## config.mk

```make
export PLATFORM = sky130hd
export DESIGN_NAME = rational_root_search_unit
export DESIGN_NICKNAME = d
export VERILOG_FILES = /design/src/sv/rrs_pkg.sv /design/src/sv/rrs_ctrl.sv /design/src/sv/rrs_dp.sv /design/src/sv/rational_root_search_unit.sv
export SDC_FILE = /design/constraint.sdc
export NUM_CORES = 2
export LEC_CHECK = 0
export BUFFER_PORTS_ARGS = -buffer_cell sky130_fd_sc_hd__buf_2
export CAP_MARGIN = 15
export CORE_UTILIZATION = 45
export CTS_CLUSTER_DIAMETER = 200
export DETAILED_ROUTE_END_ITERATION = 8
export PLACE_DENSITY = 0.59
export SLEW_MARGIN = 5
export SYNTH_ARGS = -nofsm -noshare
export SYNTH_HDL_FRONTEND = slang
export SYNTH_SLANG_ARGS = --single-unit
export TNS_END_PERCENT = 100
```

## constraint.sdc

```tcl
create_clock -name clk -period 15.25 [get_ports clk]
set_input_delay 0 -clock clk [delete_from_list [all_inputs] [get_ports clk]]
set_output_delay 0 -clock clk [all_outputs]
set_load 0.05 [all_outputs]
```

## src/sv/rrs_pkg.sv

```systemverilog
// ----------------------------------------------------------------------------
// rrs_pkg: shared types and constants of the rational root search unit
// Payload structs of both channels, datapath opcodes and the control/status
// bundles that join the controller and the datapath.
// ----------------------------------------------------------------------------
package rrs_pkg;

    // defaults for the top-level parameters
    localparam int MAX_DEGREE_DEF = 7;
    localparam int COEF_BITS_DEF  = 8;

    // fixed field widths of the channels
    localparam int COEF_IN_BITS = 8;
    localparam int POWER_BITS   = 3;
    localparam int FRAC_BITS    = 8;
    localparam int COUNT_BITS   = 3;

    // exact evaluation width and root cap
    localparam int                  EVAL_BITS = 64;
    localparam logic [COUNT_BITS-1:0] MAX_ROOTS = 3'd7;

    // one coefficient transaction
    typedef struct packed {
        logic signed [COEF_IN_BITS-1:0] coefficient;
        logic [POWER_BITS-1:0]          power;
        logic                           last_coefficient;
    } coef_in_t;

    // one result transaction
    typedef struct packed {
        logic [FRAC_BITS-1:0]  numerator;
        logic [FRAC_BITS-1:0]  denominator;
        logic                  negative;
        logic                  is_root;
        logic [COUNT_BITS-1:0] root_count;
        logic                  done_res;
    } result_t;

    // datapath operations
    typedef enum logic [4:0] {
        OP_NONE,
        OP_CLEAR,
        OP_SCAN,
        OP_MOD_P,
        OP_MOD_Q,
        OP_MOD_G,
        OP_MOD_STEP,
        OP_GCD_INIT,
        OP_GCD_NEXT,
        OP_Q_INIT,
        OP_Q_NEXT,
        OP_P_NEXT,
        OP_EVAL_POS,
        OP_EVAL_NEG,
        OP_EVAL_MUL,
        OP_EVAL_ADD,
        OP_EMIT_ROOT,
        OP_EMIT_DONE
    } op_t;

    // controller to datapath
    typedef struct packed {
        logic load;
        op_t  op;
    } dp_cmd_t;

    // datapath to controller
    typedef struct packed {
        logic scan_last;
        logic any_nz;
        logic mod_last;
        logic rem_zero;
        logic gb_zero;
        logic ga_one;
        logic p_last;
        logic q_last;
        logic k_at_lo;
        logic acc_zero;
        logic room;
        logic out_free;
        logic neg;
    } dp_stat_t;

endpackage

```

## src/sv/rrs_ctrl.sv

```systemverilog
// ----------------------------------------------------------------------------
// rrs_ctrl: search sequencer
// Walks the load, scan, divisor, gcd, evaluation and emit steps and drives
// the datapath command; some steps issue no operation.
// ----------------------------------------------------------------------------
module rrs_ctrl (
    input  logic              clk,
    input  logic              rst_n,
    input  logic              coef_valid,
    input  logic              coef_last,
    output logic              coef_ready,
    input  rrs_pkg::dp_stat_t stat,
    output rrs_pkg::dp_cmd_t  cmd
);
    import rrs_pkg::*;

    typedef enum logic [19:0] {
        S_IDLE   = 20'h00001,
        S_SCAN   = 20'h00002,
        S_SETUP  = 20'h00004,
        S_PSTART = 20'h00008,
        S_PMOD   = 20'h00010,
        S_PCHK   = 20'h00020,
        S_QSTART = 20'h00040,
        S_QMOD   = 20'h00080,
        S_QCHK   = 20'h00100,
        S_GCHK   = 20'h00200,
        S_GMOD   = 20'h00400,
        S_GNEXT  = 20'h00800,
        S_EVLOOP = 20'h01000,
        S_EVADD  = 20'h02000,
        S_EVTEST = 20'h04000,
        S_EMIT   = 20'h08000,
        S_SNEXT  = 20'h10000,
        S_QNEXT  = 20'h20000,
        S_PNEXT  = 20'h40000,
        S_DONE   = 20'h80000
    } state_t;

    state_t state_reg;
    state_t state_next;

    // state register
    always_ff @(posedge clk or negedge rst_n)
    begin
        if (!rst_n)
        begin
            state_reg <= S_IDLE;
        end
        else
        begin
            state_reg <= state_next;
        end
    end

    assign coef_ready = (state_reg == S_IDLE);

    // next state and command
    always_comb
    begin
        state_next = state_reg;
        cmd.load   = 1'b0;
        cmd.op     = OP_NONE;
        unique case (state_reg)
            S_IDLE:
            begin
                cmd.load = coef_valid;
                if (coef_valid && coef_last)
                begin
                    cmd.op     = OP_CLEAR;
                    state_next = S_SCAN;
                end
            end
            S_SCAN:
            begin
                cmd.op = OP_SCAN;
                if (stat.scan_last)
                begin
                    state_next = S_SETUP;
                end
            end
            S_SETUP:
            begin
                state_next = stat.any_nz ? S_PSTART : S_DONE;
            end
            S_PSTART:
            begin
                cmd.op     = OP_MOD_P;
                state_next = S_PMOD;
            end
            S_PMOD:
            begin
                cmd.op = OP_MOD_STEP;
                if (stat.mod_last)
                begin
                    state_next = S_PCHK;
                end
            end
            S_PCHK:
            begin
                if (stat.rem_zero)
                begin
                    cmd.op     = OP_Q_INIT;
                    state_next = S_QSTART;
                end
                else
                begin
                    state_next = S_PNEXT;
                end
            end
            S_QSTART:
            begin
                cmd.op     = OP_MOD_Q;
                state_next = S_QMOD;
            end
            S_QMOD:
            begin
                cmd.op = OP_MOD_STEP;
                if (stat.mod_last)
                begin
                    state_next = S_QCHK;
                end
            end
            S_QCHK:
            begin
                if (stat.rem_zero)
                begin
                    cmd.op     = OP_GCD_INIT;
                    state_next = S_GCHK;
                end
                else
                begin
                    state_next = S_QNEXT;
                end
            end
            S_GCHK:
            begin
                if (!stat.gb_zero)
                begin
                    cmd.op     = OP_MOD_G;
                    state_next = S_GMOD;
                end
                else if (stat.ga_one)
                begin
                    cmd.op     = OP_EVAL_POS;
                    state_next = S_EVLOOP;
                end
                else
                begin
                    state_next = S_QNEXT;
                end
            end
            S_GMOD:
            begin
                cmd.op = OP_MOD_STEP;
                if (stat.mod_last)
                begin
                    state_next = S_GNEXT;
                end
            end
            S_GNEXT:
            begin
                cmd.op     = OP_GCD_NEXT;
                state_next = S_GCHK;
            end
            S_EVLOOP:
            begin
                if (stat.k_at_lo)
                begin
                    state_next = S_EVTEST;
                end
                else
                begin
                    cmd.op     = OP_EVAL_MUL;
                    state_next = S_EVADD;
                end
            end
            S_EVADD:
            begin
                cmd.op     = OP_EVAL_ADD;
                state_next = S_EVLOOP;
            end
            S_EVTEST:
            begin
                state_next = (stat.acc_zero && stat.room) ? S_EMIT : S_SNEXT;
            end
            S_EMIT:
            begin
                if (stat.out_free)
                begin
                    cmd.op     = OP_EMIT_ROOT;
                    state_next = S_SNEXT;
                end
            end
            S_SNEXT:
            begin
                if (!stat.neg)
                begin
                    cmd.op     = OP_EVAL_NEG;
                    state_next = S_EVLOOP;
                end
                else
                begin
                    state_next = S_QNEXT;
                end
            end
            S_QNEXT:
            begin
                if (stat.q_last)
                begin
                    state_next = S_PNEXT;
                end
                else
                begin
                    cmd.op     = OP_Q_NEXT;
                    state_next = S_QSTART;
                end
            end
            S_PNEXT:
            begin
                if (stat.p_last)
                begin
                    state_next = S_DONE;
                end
                else
                begin
                    cmd.op     = OP_P_NEXT;
                    state_next = S_PSTART;
                end
            end
            S_DONE:
            begin
                if (stat.out_free)
                begin
                    cmd.op     = OP_EMIT_DONE;
                    state_next = S_IDLE;
                end
            end
            default:
            begin
                state_next = S_IDLE;
            end
        endcase
    end

endmodule

```

## src/sv/rrs_dp.sv

```systemverilog
// ----------------------------------------------------------------------------
// rrs_dp: search datapath
// Coefficient store, divisor counters, shared restoring remainder unit,
// homogeneous Horner evaluator and the result register.
// ----------------------------------------------------------------------------
module rrs_dp #(
    parameter int MAX_DEGREE = rrs_pkg::MAX_DEGREE_DEF,
    parameter int COEF_BITS  = rrs_pkg::COEF_BITS_DEF
) (
    input  logic              clk,
    input  logic              rst_n,
    input  rrs_pkg::dp_cmd_t  cmd,
    input  rrs_pkg::coef_in_t coef_data,
    output rrs_pkg::dp_stat_t stat,
    input  logic              res_ready,
    output logic              res_valid,
    output rrs_pkg::result_t  res_data
);
    import rrs_pkg::*;

    localparam int DEPTH = MAX_DEGREE + 1;
    localparam int IDX_W = $clog2(DEPTH);
    localparam int CNT_W = $clog2(COEF_BITS);

    // coefficient store and search bookkeeping
    logic signed [COEF_BITS-1:0] store_reg [DEPTH];
    logic                        any_nz_reg;
    logic [COUNT_BITS-1:0]       roots_reg;
    logic                        res_valid_reg;

    // payload registers
    logic [IDX_W-1:0]            idx_reg;
    logic [IDX_W-1:0]            lo_reg;
    logic [IDX_W-1:0]            hi_reg;
    logic [IDX_W-1:0]            k_reg;
    logic [COEF_BITS-1:0]        alo_reg;
    logic [COEF_BITS-1:0]        ahi_reg;
    logic [COEF_BITS-1:0]        p_reg;
    logic [COEF_BITS-1:0]        q_reg;
    logic [COEF_BITS-1:0]        ga_reg;
    logic [COEF_BITS-1:0]        gb_reg;
    logic [COEF_BITS-1:0]        mod_a_reg;
    logic [COEF_BITS-1:0]        mod_b_reg;
    logic [COEF_BITS-1:0]        mod_rem_reg;
    logic [CNT_W-1:0]            mod_cnt_reg;
    logic                        neg_reg;
    logic signed [EVAL_BITS-1:0] acc_reg;
    logic signed [EVAL_BITS-1:0] qpow_reg;
    result_t                     res_reg;

    // combinational helpers
    logic [IDX_W-1:0]            rd_idx;
    logic signed [COEF_BITS-1:0] rd_coef;
    logic [COEF_BITS-1:0]        rd_abs;
    logic                        wr_ok;
    logic [COEF_BITS:0]          mod_shift;
    logic                        mod_ge;
    logic [COEF_BITS-1:0]        mod_rem_new;
    logic signed [COEF_BITS:0]   p_ext;
    logic signed [COEF_BITS:0]   x_val;
    logic signed [EVAL_BITS-1:0] acc_mul;
    logic signed [EVAL_BITS-1:0] qpow_mul;
    logic signed [EVAL_BITS-1:0] term;
    logic                        out_free;

    // single read port of the store
    always_comb
    begin
        unique case (cmd.op)
            OP_EVAL_POS, OP_EVAL_NEG: rd_idx = hi_reg;
            OP_EVAL_ADD:              rd_idx = k_reg;
            default:                  rd_idx = idx_reg;
        endcase
    end

    assign rd_coef = store_reg[rd_idx];
    assign rd_abs  = rd_coef[COEF_BITS-1] ? COEF_BITS'(-rd_coef) : COEF_BITS'(rd_coef);
    assign wr_ok   = cmd.load && (int'(coef_data.power) <= MAX_DEGREE);

    // one restoring remainder step
    assign mod_shift   = {mod_rem_reg, mod_a_reg[COEF_BITS-1]};
    assign mod_ge      = mod_shift >= {1'b0, mod_b_reg};
    assign mod_rem_new = mod_ge ? COEF_BITS'(mod_shift - {1'b0, mod_b_reg})
                                : COEF_BITS'(mod_shift);

    // evaluator arithmetic, x = +-p
    assign p_ext    = $signed({1'b0, p_reg});
    assign x_val    = neg_reg ? -p_ext : p_ext;
    assign acc_mul  = acc_reg * EVAL_BITS'(x_val);
    assign qpow_mul = qpow_reg * $signed(EVAL_BITS'(q_reg));
    assign term     = EVAL_BITS'(rd_coef) * qpow_reg;

    assign out_free = !res_valid_reg || res_ready;

    // store, root count and output valid
    always_ff @(posedge clk or negedge rst_n)
    begin
        if (!rst_n)
        begin
            for (int i = 0; i < DEPTH; i++)
            begin
                store_reg[i] <= '0;
            end
            any_nz_reg    <= 1'b0;
            roots_reg     <= '0;
            res_valid_reg <= 1'b0;
        end
        else
        begin
            if (wr_ok)
            begin
                store_reg[IDX_W'(coef_data.power)] <= coef_data.coefficient[COEF_BITS-1:0];
            end
            // output valid: set by an emit, cleared when taken
            if (cmd.op == OP_EMIT_ROOT || cmd.op == OP_EMIT_DONE)
            begin
                res_valid_reg <= 1'b1;
            end
            else if (res_valid_reg && res_ready)
            begin
                res_valid_reg <= 1'b0;
            end
            unique case (cmd.op)
                OP_CLEAR:
                begin
                    any_nz_reg <= 1'b0;
                    roots_reg  <= '0;
                end
                OP_SCAN:
                begin
                    if (rd_coef != '0)
                    begin
                        any_nz_reg <= 1'b1;
                    end
                end
                OP_EMIT_ROOT:
                begin
                    roots_reg <= roots_reg + 1'b1;
                end
                OP_EMIT_DONE:
                begin
                    for (int i = 0; i < DEPTH; i++)
                    begin
                        store_reg[i] <= '0;
                    end
                end
                default:
                begin
                end
            endcase
        end
    end

    // datapath payload
    always_ff @(posedge clk)
    begin
        unique case (cmd.op)
            OP_CLEAR:
            begin
                idx_reg <= '0;
                p_reg   <= COEF_BITS'(1);
            end
            OP_SCAN:
            begin
                idx_reg <= idx_reg + 1'b1;
                if (rd_coef != '0)
                begin
                    if (!any_nz_reg)
                    begin
                        lo_reg  <= idx_reg;
                        alo_reg <= rd_abs;
                    end
                    hi_reg  <= idx_reg;
                    ahi_reg <= rd_abs;
                end
            end
            OP_MOD_P, OP_MOD_Q, OP_MOD_G:
            begin
                mod_rem_reg <= '0;
                mod_cnt_reg <= '0;
                if (cmd.op == OP_MOD_P)
                begin
                    mod_a_reg <= alo_reg;
                    mod_b_reg <= p_reg;
                end
                else if (cmd.op == OP_MOD_Q)
                begin
                    mod_a_reg <= ahi_reg;
                    mod_b_reg <= q_reg;
                end
                else
                begin
                    mod_a_reg <= ga_reg;
                    mod_b_reg <= gb_reg;
                end
            end
            OP_MOD_STEP:
            begin
                mod_rem_reg <= mod_rem_new;
                mod_a_reg   <= mod_a_reg << 1;
                mod_cnt_reg <= mod_cnt_reg + 1'b1;
            end
            OP_GCD_INIT:
            begin
                ga_reg <= p_reg;
                gb_reg <= q_reg;
            end
            OP_GCD_NEXT:
            begin
                ga_reg <= gb_reg;
                gb_reg <= mod_rem_reg;
            end
            OP_Q_INIT:
            begin
                q_reg <= COEF_BITS'(1);
            end
            OP_Q_NEXT:
            begin
                q_reg <= q_reg + 1'b1;
            end
            OP_P_NEXT:
            begin
                p_reg <= p_reg + 1'b1;
            end
            OP_EVAL_POS, OP_EVAL_NEG:
            begin
                acc_reg  <= EVAL_BITS'(rd_coef);
                qpow_reg <= EVAL_BITS'(1);
                k_reg    <= hi_reg;
                neg_reg  <= (cmd.op == OP_EVAL_NEG);
            end
            OP_EVAL_MUL:
            begin
                acc_reg  <= acc_mul;
                qpow_reg <= qpow_mul;
                k_reg    <= k_reg - 1'b1;
            end
            OP_EVAL_ADD:
            begin
                acc_reg <= acc_reg + term;
            end
            OP_EMIT_ROOT:
            begin
                res_reg.numerator   <= FRAC_BITS'(p_reg);
                res_reg.denominator <= FRAC_BITS'(q_reg);
                res_reg.negative    <= neg_reg;
                res_reg.is_root     <= 1'b1;
                res_reg.root_count  <= roots_reg + 1'b1;
                res_reg.done_res    <= 1'b0;
            end
            OP_EMIT_DONE:
            begin
                res_reg.numerator   <= '0;
                res_reg.denominator <= '0;
                res_reg.negative    <= 1'b0;
                res_reg.is_root     <= 1'b0;
                res_reg.root_count  <= roots_reg;
                res_reg.done_res    <= 1'b1;
            end
            default:
            begin
            end
        endcase
    end

    // status back to the controller
    assign stat.scan_last = (idx_reg == IDX_W'(MAX_DEGREE));
    assign stat.any_nz    = any_nz_reg;
    assign stat.mod_last  = (mod_cnt_reg == CNT_W'(COEF_BITS - 1));
    assign stat.rem_zero  = (mod_rem_reg == '0);
    assign stat.gb_zero   = (gb_reg == '0);
    assign stat.ga_one    = (ga_reg == COEF_BITS'(1));
    assign stat.p_last    = (p_reg == alo_reg);
    assign stat.q_last    = (q_reg == ahi_reg);
    assign stat.k_at_lo   = (k_reg == lo_reg);
    assign stat.acc_zero  = (acc_reg == '0);
    assign stat.room      = (roots_reg != MAX_ROOTS);
    assign stat.out_free  = out_free;
    assign stat.neg       = neg_reg;

    assign res_valid = res_valid_reg;
    assign res_data  = res_reg;

endmodule

```

## src/sv/rational_root_search_unit.sv

```systemverilog
// ----------------------------------------------------------------------------
// rational_root_search_unit: rational root search over an integer polynomial
// Loads coefficients one per transaction and reports nonzero reduced rational
// roots +-p/q up to MAX_ROOTS, then a done transaction with the root count.
// ----------------------------------------------------------------------------
// Usage:
//  coef channel (coef_valid/coef_ready/coef_data): one coefficient per
//  transaction, written at its power; a power above MAX_DEGREE is dropped.
//  The transaction marked last_coefficient starts the search; coef_ready
//  stays low until the done transaction has been placed in the output
//  register, then the store is already clear.
//  res channel (res_valid/res_ready/res_data): root transactions in the order
//  p ascending, q ascending, plus before minus, then one done transaction.
//  Search steps: a scan of the store, then per p candidate and per q
//  candidate of each divisor p a start, COEF_BITS steps of the shared
//  remainder unit, a check and an advance; per divisor pair the gcd
//  passes; per sign a Horner evaluation, one more step to emit a root.
//  The bit-serial remainder unit sets the length of the search.
//  If res_ready is low, the search holds when it has the next transaction
//  ready, until the output register frees up.
//  Reset (rst_n low, asynchronous) clears the store, the root count and the
//  output valid, and returns the sequencer to idle.
// ----------------------------------------------------------------------------
module rational_root_search_unit #(
    parameter int MAX_DEGREE = rrs_pkg::MAX_DEGREE_DEF,
    parameter int COEF_BITS  = rrs_pkg::COEF_BITS_DEF
) (
    input  logic              clk,
    input  logic              rst_n,
    input  logic              coef_valid,
    output logic              coef_ready,
    input  rrs_pkg::coef_in_t coef_data,
    output logic              res_valid,
    input  logic              res_ready,
    output rrs_pkg::result_t  res_data
);
    import rrs_pkg::*;

    dp_cmd_t  cmd;
    dp_stat_t stat;

    // sequencer
    rrs_ctrl u_ctrl (
        .clk        (clk),
        .rst_n      (rst_n),
        .coef_valid (coef_valid),
        .coef_last  (coef_data.last_coefficient),
        .coef_ready (coef_ready),
        .stat       (stat),
        .cmd        (cmd)
    );

    // datapath
    rrs_dp #(
        .MAX_DEGREE (MAX_DEGREE),
        .COEF_BITS  (COEF_BITS)
    ) u_dp (
        .clk       (clk),
        .rst_n     (rst_n),
        .cmd       (cmd),
        .coef_data (coef_data),
        .stat      (stat),
        .res_ready (res_ready),
        .res_valid (res_valid),
        .res_data  (res_data)
    );

endmodule

```

==> impl_metrics.env <==
export IMPL_run_status="finished clean"
export IMPL_path_clk_slew_ns=0.06
export IMPL_worst_ir_drop_vdd_uv=186.7
export IMPL_drive_above_1_share=0.04621
export IMPL_ys_ff_latch=327
export IMPL_ys_async_sr_fraction=0.2722
export IMPL_clock_fmax_mhz=89.61
export IMPL_cts_sinks=327
export IMPL_sw_frac_of_total=0.5173
export IMPL_synth_area_mux_share=0.01192
export IMPL_grt_total_usage=0.2541
export IMPL_fp_dieArea_sq_um=141000
export IMPL_worst_r2r_setup_slack_ns=4.09
export IMPL_setup_total_negative_slack_ns=0
export IMPL_grt_pass1_wl_mm=281.4
export IMPL_whs_endpoint="u_dp.store_reg[36]$_DFFE_PN0P_"
export IMPL_numCtsBuffers=43
export IMPL_worst_slew_pin_slew_ns=1.146
export IMPL_power_per_cell_area_nw_per_um2=128.4
export IMPL_place_port_buffers=39
export IMPL_combinational_family_with_the_most_area_after_synthesis="adder cells"
export IMPL_yosys_area_top_type_share=0.3713
export IMPL_initial_core_util=0.4548
export IMPL_avgViaCountPerCell=5.441
export IMPL_reg2regPathDepth=30
export IMPL_synth_xor_area_share=0.03431
export IMPL_power_internal_uw=4101
export IMPL_finalCoreUtilization=0.4797
export IMPL_end_kind="register"
export IMPL_cell_occurring_most_often_along_the_worst_timing_path="sky130_fd_sc_hd__fa_1"
export IMPL_whs_path_depth=4
export IMPL_rsz_0062_raised_after_global_routing="false"
export IMPL_floorplan_core_area_sq_um=138000
export IMPL_final_period_utilization=0.7318
export IMPL_clk_latency_ns=0.61
export IMPL_area_growth_pct=5.466
export IMPL_firstDrtPassIters=6
export IMPL_adder_cell_share_of_the_synthesized_area=0.4522
export IMPL_multi_input_logic_area_sq_um=48070
export IMPL_leakagePower_uw=0.03296
export IMPL_ff_latch_area_sq_um=9375
export IMPL_synth_compound_gate_area_share=0.08100
export IMPL_avgRoutedWirePerCell_um=20.21
export IMPL_post_synth_inst_count=6852
export IMPL_yosysSeqAreaShare=0.1494
export IMPL_reported_net_switching_power_uw=4396
export IMPL_finalWeightedCongestion=0.8918
export IMPL_post_route_min_period_ns=11.16
export IMPL_number_of_filler_instances_in_the_final_layout=13090
export IMPL_height_of_the_die_um=375.5
export IMPL_cts_max_path_buffers=3
export IMPL_synth_enable_flop_cells=238
export IMPL_ff_to_ff_end="u_dp.acc_reg[61]$_DFFE_PP_"
export IMPL_crit_path_max_incr_delay_ns=0.83
export IMPL_drv_slew=0
export IMPL_worstSetupStartpointType="register"
export IMPL_grt_start_max_net_pins=87
export IMPL_synth_area_leader_cell="sky130_fd_sc_hd__fa_1"
export IMPL_yosys_top_cells_area="sky130_fd_sc_hd__fa_1, sky130_fd_sc_hd__edfxtp_1, sky130_fd_sc_hd__ha_1"
export IMPL_synthDistinctLibCells=82
export IMPL_drc_marker_count_from_the_first_detailed_route_iteration=3037
export IMPL_cp_data_required_time_ns=15.59
export IMPL_hold_path_startpoint="coef_data[8]"
export IMPL_final_net_count=8239
export IMPL_crit_slowest_cell="sky130_fd_sc_hd__a221o_1"
export IMPL_max_cap_viol_count=0
export IMPL_h_tree_depth=2
export IMPL_drc_errors=0
export IMPL_reg2reg_from="u_ctrl.state_reg[5]$_DFFE_PN0P_"
export IMPL_clk_root_buffer_cell="sky130_fd_sc_hd__clkbuf_16"
export IMPL_grt_ovfl_total=0
export IMPL_power_clock_fraction=0.122
export IMPL_slew_headroom=0.2304
export IMPL_finalSetupViolations=0
export IMPL_postSynthNetCount=8438
export IMPL_holdCritPathClass="primary input to register"
export IMPL_criticalPathCategory="register to register"
export IMPL_io_pins=40
export IMPL_vias_in_the_first_global_route=50230
export IMPL_avgSynthCellArea_sq_um=9.160
export IMPL_netlist_area_sq_um=62760
export IMPL_yosys_warnings=0
export IMPL_core_rowCount=136
export IMPL_timing_clock_skew_ns=0.02034
export IMPL_yosys_area_share_simple=0.1832
export IMPL_die_span_x_um=375.5
export IMPL_drt_antenna_violating_nets=0
export IMPL_tritoncts="yes"
export IMPL_grt_antenna_before_repair=0
export IMPL_seq_power_share=0.141
export IMPL_routed_wirelength_mm=172.8
export IMPL_top_flip_flop_cell_by_instance_count_after_synthesis="sky130_fd_sc_hd__edfxtp_1"
export IMPL_arrival_ns=11.50
export IMPL_worst_path_max_fanout=66
export IMPL_num_vias=46530
export IMPL_power_frac_comb=0.737
export IMPL_final_hold_violation_count=0
export IMPL_hpwl_reported_at_the_end_of_detailed_placement_mm=131.7
-- synthesized netlist by cell type (107+ instances only) --
master	n
sky130_fd_sc_hd__and2_1	595
sky130_fd_sc_hd__clkbuf_1	345
sky130_fd_sc_hd__ha_1	406
sky130_fd_sc_hd__nor2_1	425
sky130_fd_sc_hd__edfxtp_1	238
sky130_fd_sc_hd__xnor2_1	131
sky130_fd_sc_hd__xor2_1	107
sky130_fd_sc_hd__a21oi_1	266
sky130_fd_sc_hd__a21o_1	151
sky130_fd_sc_hd__fa_1	1164
sky130_fd_sc_hd__o21ai_0	155
sky130_fd_sc_hd__inv_1	1085
sky130_fd_sc_hd__nand2_1	930
-- stage by stage --
step                      cells  setup WS (ns)  instance area (sq um)  hold WS, ns  total power (uW)
after detailed placement   8451          4.183                  64600     -0.01956              7451
after global placement     8451          4.370                  64600     -0.02564              7413
after CTS                  8548          4.154                  66170       0.2612              8553
after global routing       8550          3.286                  66190       0.2864              9293
after floorplan            6852          6.034                  62760      -0.2956              5659
final                      8551          4.091                  66190       0.2922              8497
-- area by class of cell --
cell class / count / area share
well taps: 1863 / 0.03521
multi-input cells: 5063 / 0.7262
repair buffers: 132 / 0.01444
flip-flops and latches: 327 / 0.1416
inverters: 1086 / 0.06158
clock buffers: 55 / 0.01724
clock inverters: 24 / 0.003667
diodes: 1 / 0.00003780
-- worst max-delay path, delay by kind of cell, from the launching register on --
kind	cells	cell delay, ns
AOI/OAI and AO/OA	12	3.74
adders and majority gates	6	2.82
and+or+nand+nor	6	2.22
buffers and inverters	3	1.09
muxes	3	0.57
DFF	1	0.41
-- metal layers --
metal | global-route usage | vias up | share of wire
met5 | 0 | - | 0
met4 | 0.09295 | 0 | 0.040
met3 | 0.02191 | 279 | 0.040
met2 | 0.4545 | 1080 | 0.51
met1 | 0.3192 | 24180 | 0.41
li1 | - | 20990 | -
-- cells by family (layout without fill, tap and decap cells) --
logic type | count (synthesis) | in the layout
compound gates | 800 | 800
xor+xnor | 241 | 241
fa+ha+maj | 1570 | 1570
buf+inv | 1462 | 1297
flops | 327 | 327
mux | 72 | 72
other cells | 0 | 1
simple gates | 2380 | 2380
-- cell usage in the layout (no fill, tap or decap), types with 14 or more instances in the layout --
master / instances
sky130_fd_sc_hd__nand2_1: 929
sky130_fd_sc_hd__a31oi_1: 20
sky130_fd_sc_hd__a21oi_1: 266
sky130_fd_sc_hd__o221ai_1: 25
sky130_fd_sc_hd__buf_4: 74
sky130_fd_sc_hd__nor2b_1: 56
sky130_fd_sc_hd__nand2b_1: 39
sky130_fd_sc_hd__dlygate4sd3_1: 17
sky130_fd_sc_hd__inv_1: 1085
sky130_fd_sc_hd__nand3_1: 55
sky130_fd_sc_hd__o21bai_1: 24
sky130_fd_sc_hd__mux2_2: 22
sky130_fd_sc_hd__ha_1: 406
sky130_fd_sc_hd__dfrtp_1: 88
sky130_fd_sc_hd__and3_1: 36
sky130_fd_sc_hd__mux2i_1: 48
sky130_fd_sc_hd__o21a_1: 17
sky130_fd_sc_hd__o211ai_1: 20
sky130_fd_sc_hd__fa_1: 1164
sky130_fd_sc_hd__nor3_1: 36
sky130_fd_sc_hd__nor2_1: 423
sky130_fd_sc_hd__or3_1: 14
sky130_fd_sc_hd__xor2_1: 104
sky130_fd_sc_hd__nor4_1: 38
sky130_fd_sc_hd__nand4_1: 33
sky130_fd_sc_hd__a211oi_1: 16
sky130_fd_sc_hd__xnor2_1: 128
sky130_fd_sc_hd__buf_2: 39
sky130_fd_sc_hd__and2_1: 595
sky130_fd_sc_hd__a21o_1: 151
sky130_fd_sc_hd__clkbuf_16: 43
sky130_fd_sc_hd__edfxtp_1: 238
sky130_fd_sc_hd__o21ai_0: 153
sky130_fd_sc_hd__or2_2: 67
-- worst max-delay path by stage --
| stage | from | to | slack, ns | depth (start not counted) |
|---|---|---|---|---|
| 2_1_floorplan | u_ctrl.state_reg[1]$_DFFE_PN0P_ | u_dp.acc_reg[61]$_DFFE_PP_ | 6.03 | 34 |
| 3_3_place_gp | u_ctrl.state_reg[4]$_DFFE_PN0P_ | u_dp.acc_reg[61]$_DFFE_PP_ | 4.37 | 33 |
| 3_5_place_dp | u_ctrl.state_reg[5]$_DFFE_PN0P_ | u_dp.acc_reg[61]$_DFFE_PP_ | 4.18 | 30 |
| 4_1_cts | u_ctrl.state_reg[5]$_DFFE_PN0P_ | u_dp.acc_reg[61]$_DFFE_PP_ | 4.15 | 30 |
| 5_1_grt | u_ctrl.state_reg[5]$_DFFE_PN0P_ | u_dp.acc_reg[61]$_DFFE_PP_ | 3.29 | 30 |
| 6_report | u_ctrl.state_reg[5]$_DFFE_PN0P_ | u_dp.acc_reg[61]$_DFFE_PP_ | 4.09 | 30 |
-- repair_timing --
item / in CTS / in global routing
hold buffers: 18 / 0
gates resized for setup: 0 / 0
buffers inserted: 0 / 0
endpoints found under the hold margin: 115 / 0
-- power groups by stage --
stage	Sequential [uW]	Clock, uW	Combinational, uW
after global routing	1210	1080	7000
final	1200	1030	6260
after detailed placement	1210	0	6240
after global placement	1220	0	6190
after CTS	1200	1060	6300
after floorplan	1170	0	4490
No activity file was read; power rests on OpenSTA's default activity.
